==> src/design/gib_cell.sv <==
// Cell: one restoring-division step of the quotient against one axis size.
`default_nettype none
module gib_cell #(
  parameter int QW = 30,
  parameter int SW = 11,
  parameter int BIT = 0
) (
  input  wire logic          clk,
  input  wire logic          en,
  input  wire logic [QW-1:0] num_i,
  input  wire logic [SW:0]   rem_i,
  input  wire logic [SW-1:0] size_i,
  output logic      [QW-1:0] num_o,
  output logic      [SW:0]   rem_o
);
  logic [SW:0]   trial;
  logic [SW:0]   diff;
  logic [QW-1:0] num_nxt;
  logic [SW:0]   rem_nxt;
  logic [QW-1:0] num_r;
  logic [SW:0]   rem_r;

  always_comb begin
    // shift in the next numerator bit, subtract when it fits
    trial   = {rem_i[SW-1:0], num_i[BIT]};
    diff    = trial - {1'b0, size_i};
    num_nxt = num_i;
    rem_nxt = trial;
    num_nxt[BIT] = 1'b0;
    if (trial >= {1'b0, size_i}) begin
      rem_nxt      = diff;
      num_nxt[BIT] = 1'b1;
    end
  end

  always_ff @(posedge clk) begin
    if (en) begin
      num_r <= num_nxt;
      rem_r <= rem_nxt;
    end
  end

  assign num_o = num_r;
  assign rem_o = rem_r;
endmodule
`default_nettype wire

==> src/design/gib_axis.sv <==
// Axis stage: chain of division cells producing quotient and coordinate.
`default_nettype none
module gib_axis #(
  parameter int QW = 30,
  parameter int SW = 11
) (
  input  wire logic          clk,
  input  wire logic          en,
  input  wire logic [QW-1:0] num_i,
  input  wire logic [SW-1:0] size_i,
  output logic      [QW-1:0] quot_o,
  output logic      [SW-1:0] rem_o
);
  logic [QW-1:0] num_c [QW+1];
  logic [SW:0]   rem_c [QW+1];

  assign num_c[0] = num_i;
  assign rem_c[0] = '0;

  for (genvar i = 0; i < QW; i++) begin : g_cell
    gib_cell #(.QW(QW), .SW(SW), .BIT(QW-1-i)) u_cell (
      .clk(clk), .en(en), .num_i(num_c[i]), .rem_i(rem_c[i]), .size_i(size_i),
      .num_o(num_c[i+1]), .rem_o(rem_c[i+1])
    );
  end

  assign quot_o = num_c[QW];
  assign rem_o  = rem_c[QW][SW-1:0];
endmodule
`default_nettype wire

==> config.mk <==
export PLATFORM = sky130hd
export DESIGN_NAME = gib_axis
export DESIGN_NICKNAME = d
export VERILOG_FILES = /design/src/design/gib_cell.sv /design/src/design/gib_axis.sv
export SDC_FILE = /design/constraint.sdc
export NUM_CORES = 2
export LEC_CHECK = 0
export BUFFER_PORTS_ARGS = -buffer_cell sky130_fd_sc_hd__buf_2
export CAP_MARGIN = 20
export CELL_PAD_IN_SITES_DETAIL_PLACEMENT = 0
export CELL_PAD_IN_SITES_GLOBAL_PLACEMENT = 1
export CORE_MARGIN = 2
export CORE_UTILIZATION = 58
export CTS_CLUSTER_DIAMETER = 120
export DETAILED_ROUTE_END_ITERATION = 8
export PLACE_DENSITY_LB_ADDON = 0.1
export SLEW_MARGIN = 20
export SYNTH_ARGS = -nofsm -noshare
export SYNTH_HDL_FRONTEND = slang
export SYNTH_HIERARCHICAL = 1
export SYNTH_SLANG_ARGS = --single-unit
==> constraint.sdc <==
create_clock -name clk -period 6.1 [get_ports clk]
set_clock_uncertainty 0.2 [all_clocks]
set_input_delay 0.61 -clock clk [delete_from_list [all_inputs] [get_ports clk]]
set_output_delay 0.61 -clock clk [all_outputs]
set_load 0.01 [all_outputs]
==> load_flow_metrics.sql <==
INSERT INTO impl_metrics (metric_group, metric, value, unit) VALUES
('worst_hold_path', 'hold_path_depth', '3', ''),
('detailed_routing', 'routed_wire_length_per_instance', '18.84', 'microns'),
('critical_path', 'worstPathMaxFanout', '18', ''),
('power', 'power_density', '514.7', 'nW/um^2'),
('global_route', 'pin_count_of_the_biggest_net_entering_global_routing', '179', ''),
('power', 'finalPower', '34.72', 'mW'),
('layout', 'multi_input_area', '22060', 'sq um'),
('layout', 'count_of_antenna_diodes_in_the_layout', '0', ''),
('floorplan', 'initial_core_util', '58.43', '%'),
('critical_path', 'rr_endpoint', 'g_cell[20].u_cell/rem_o[3]', ''),
('timing', 'post_route_fraction_of_the_period_consumed_by_the_critical_path', '52.36', '%'),
('synth', 'synth.yosys.warnings', '6', ''),
('critical_path', 'startpoint_class_of_the_critical_path', 'primary input', ''),
('global_route', 'global_route_wire_length_before_repair', '182.5', 'mm'),
('clocking', 'clockRootBuffer', 'sky130_fd_sc_hd__clkbuf_16', ''),
('timing', 'max_freq', '313.1', 'MHz'),
('clocking', 'numCtsBuffers', '121', ''),
('worst_hold_path', 'timing.hold.worst_endpoint', 'g_cell[0].u_cell/rem_o[0]', ''),
('layout', 'layout.cells.non_filler', '6147', ''),
('critical_path', 'timing.rr.start', 'g_cell[19].u_cell/num_o[9]', ''),
('critical_path', 'end_kind', 'flop', ''),
('timing', 'final_period_minus_worst_setup_slack', '3.194', 'ns'),
('detailed_routing', 'postRouteAntennaNets', '0', ''),
('timing', 'slew_headroom', '30.79', '%'),
('floorplan', 'ios', '84', ''),
('global_route', 'grt_pass1_vias', '34210', ''),
('layout', 'area_growth_synth_to_finish', '9.657', '%'),
('layout', 'layout.area.seq', '36940', 'sq um'),
('detailed_routing', 'drt_first_pass_iters', '5', ''),
('timing', 'unrepaired_setup_endpoints_after_global_routing', 'false', ''),
('clocking', 'cts.path.max_buffers', '3', ''),
('floorplan', 'core.rowCount', '119', ''),
('synth', 'avgSynthCellArea', '13.69', 'sq um'),
('timing', 'worst_pin_slew', '1.038', 'ns'),
('critical_path', 'cp.arrival', '3.46', 'ns'),
('detailed_routing', 'post-route-drc-count', '0', ''),
('place', 'portBuffers', '83', ''),
('detailed_routing', 'route.final.wire_length', '115.8', 'mm'),
('clocking', 'tritoncts_num_sinks', '1230', ''),
('layout', 'n_fill_cell', '7744', ''),
('timing', 'worst_hold_slack', '0.05776', 'ns'),
('timing', 'setup-violations-final', '0', ''),
('detailed_routing', 'drt-initial-drc-count', '2791', ''),
('clocking', 'worstSkewPairLatency', '0.73', 'ns'),
('clocking', 'h_tree_level_count', '3', ''),
('timing', 'fin_tns_setup', '0', 'ns'),
('floorplan', 'fp.dieW', '329.6', 'microns'),
('floorplan', 'design.die.area', '108700', 'sq um'),
('timing', 'slew_viol_final', '0', ''),
('global_route', 'number_of_antenna_violations_at_the_first_check_in_global_routing', '0', ''),
('global_route', 'grt.overflow.total', '0', ''),
('place', 'finalWeightedCongestion', '0.8786', ''),
('place', 'post-place-ws', '2.154', 'ns'),
('critical_path', 'reg2reg_depth', '9', ''),
('critical_path', 'critPathKind', 'primary input to flop', ''),
('layout', 'fin_nets', '5057', ''),
('worst_hold_path', 'min_path_type', 'primary input to flop', ''),
('outcome', 'status', 'complete, no violations', ''),
('detailed_routing', 'route.vias.total', '35330', ''),
('synth', 'post_synth_instance_area', '61500', 'sq um'),
('floorplan', 'floorplan.core_area', '105300', 'sq um'),
('critical_path', 'worst_ep_required_time', '6.37', 'ns'),
('layout', 'finalCoreUtilization', '64.07', '%'),
('clocking', 'tritoncts', 'built', ''),
('timing', 'finalWorstSetupSlack', '2.906', 'ns'),
('clocking', 'post-cts-setup-buffers', '0', ''),
('run', 'drv_cap', '0', ''),
('place', 'dp_cells', '5893', ''),
('place', 'dp_hpwl', '77.96', 'mm'),
('global_route', 'groute.usage.overall', '21.17', '%'),
('detailed_routing', 'via_cell_ratio', '5.748', ''),
('clocking', 'clkSlewWorstSetupHoldPaths', '0.06', 'ns'),
('layout', 'final_non_filler_cell_area', '67440', 'sq um'),
('power', 'worst_ir_drop_vdd', '388.5', 'uV'),
('power', 'power.leakage', '25.83', 'nW'),
('place', 'place_area', '63150', 'sq um'),
('timing', 'hold_viol_final', '0', ''),
('floorplan', 'die_height', '329.6', 'microns'),
('synth', 'synthesis.instances', '4492', ''),
('layout', 'ratio_of_cells_with_drive_above_1_in_the_final_layout', '14.87', '%'),
('worst_hold_path', 'hold_path.startpoint', 'num_i[29]', ''),
('critical_path', 'r2r_slack', '3.25', 'ns');
power breakdown:
| group | switching (mW) | leakage [nW] | internal (mW) | total, mW |
|---|---|---|---|---|
| sequential | 1.01 | 12.0 | 11.8 | 12.8 |
| clock | 3.14 | 1.91 | 4.24 | 7.38 |
| combinational | 7.98 | 11.9 | 6.51 | 14.5 |
| total | 12.1 | 25.8 | 22.6 | 34.7 |
worst max-delay path, cell delays in order:
cell                       delay (ns)
sky130_fd_sc_hd__buf_2           0.52
sky130_fd_sc_hd__buf_4           0.53
sky130_fd_sc_hd__ha_1            0.28
sky130_fd_sc_hd__fa_1            0.23
sky130_fd_sc_hd__nor2b_1         0.07
sky130_fd_sc_hd__o21ai_1         0.17
sky130_fd_sc_hd__a311oi_1        0.13
sky130_fd_sc_hd__or4_4           0.56
sky130_fd_sc_hd__mux2_4          0.34
cells in the final DEF, fill, tap and decap left out, types with 43 or more instances in the layout:
master / count
sky130_fd_sc_hd__mux2_4: 124
sky130_fd_sc_hd__o31a_1: 43
sky130_fd_sc_hd__clkbuf_16: 122
sky130_fd_sc_hd__a21oi_1: 297
sky130_fd_sc_hd__inv_1: 419
sky130_fd_sc_hd__a31oi_1: 46
sky130_fd_sc_hd__buf_2: 81
sky130_fd_sc_hd__xor2_1: 86
sky130_fd_sc_hd__o21ai_0: 92
sky130_fd_sc_hd__nand3_1: 159
sky130_fd_sc_hd__nor3_1: 177
sky130_fd_sc_hd__ha_1: 330
sky130_fd_sc_hd__a21oi_2: 72
sky130_fd_sc_hd__xnor2_1: 60
sky130_fd_sc_hd__nand2b_1: 55
sky130_fd_sc_hd__nand2_1: 150
sky130_fd_sc_hd__nor2_1: 140
sky130_fd_sc_hd__nor2b_1: 75
sky130_fd_sc_hd__a21o_1: 64
sky130_fd_sc_hd__o21a_1: 75
sky130_fd_sc_hd__edfxtp_1: 1230
worst max path at each step:
stage | slack [ns] | end | start
6_report | 2.91 | g_cell[4].u_cell/rem_o[4] | size_i[0]
5_1_grt | 2.80 | g_cell[28].u_cell/rem_o[8] | size_i[7]
4_1_cts | 2.94 | g_cell[4].u_cell/rem_o[4] | size_i[0]
3_5_place_dp | 2.15 | g_cell[4].u_cell/rem_o[10] | size_i[0]
3_3_place_gp | 2.22 | g_cell[28].u_cell/rem_o[6] | size_i[7]
2_1_floorplan | 3.30 | g_cell[3].u_cell/rem_o[10] | size_i[9]
area by class of cell:
| class | instances | area share (%) |
|---|---|---|
| Inverter | 434 | 2.530 |
| Multi-Input combinational cell | 2728 | 32.70 |
| Timing Repair Buffer | 139 | 1.484 |
| Tap cell | 1391 | 2.581 |
| Sequential cell | 1230 | 54.77 |
| Clock inverter | 82 | 1.293 |
| Clock buffer | 143 | 4.644 |
per-layer routing:
| metal | part of all wire (%) | global-route usage [%] | vias to the layer above |
|---|---|---|---|
| li1 | - | - | 17340 |
| met1 | 46 | 29.54 | 17040 |
| met2 | 47 | 34.41 | 740 |
| met3 | 4.1 | 3.207 | 210 |
| met4 | 2.9 | 6.789 | 0 |
| met5 | 0 | 0 | - |
sequential cells by signal, indices dropped and copies added (netlist names):
name and count:
g_cell.u_cell/rem_o 330, g_cell.u_cell/num_o 900
timing repair:
action / 4_1_cts / 5_1_grt
endpoints found under the hold margin: 29 / 0
hold buffers: 29 / 0
resized for setup: 0 / 0
No activity file was read; power rests on OpenSTA's default activity.
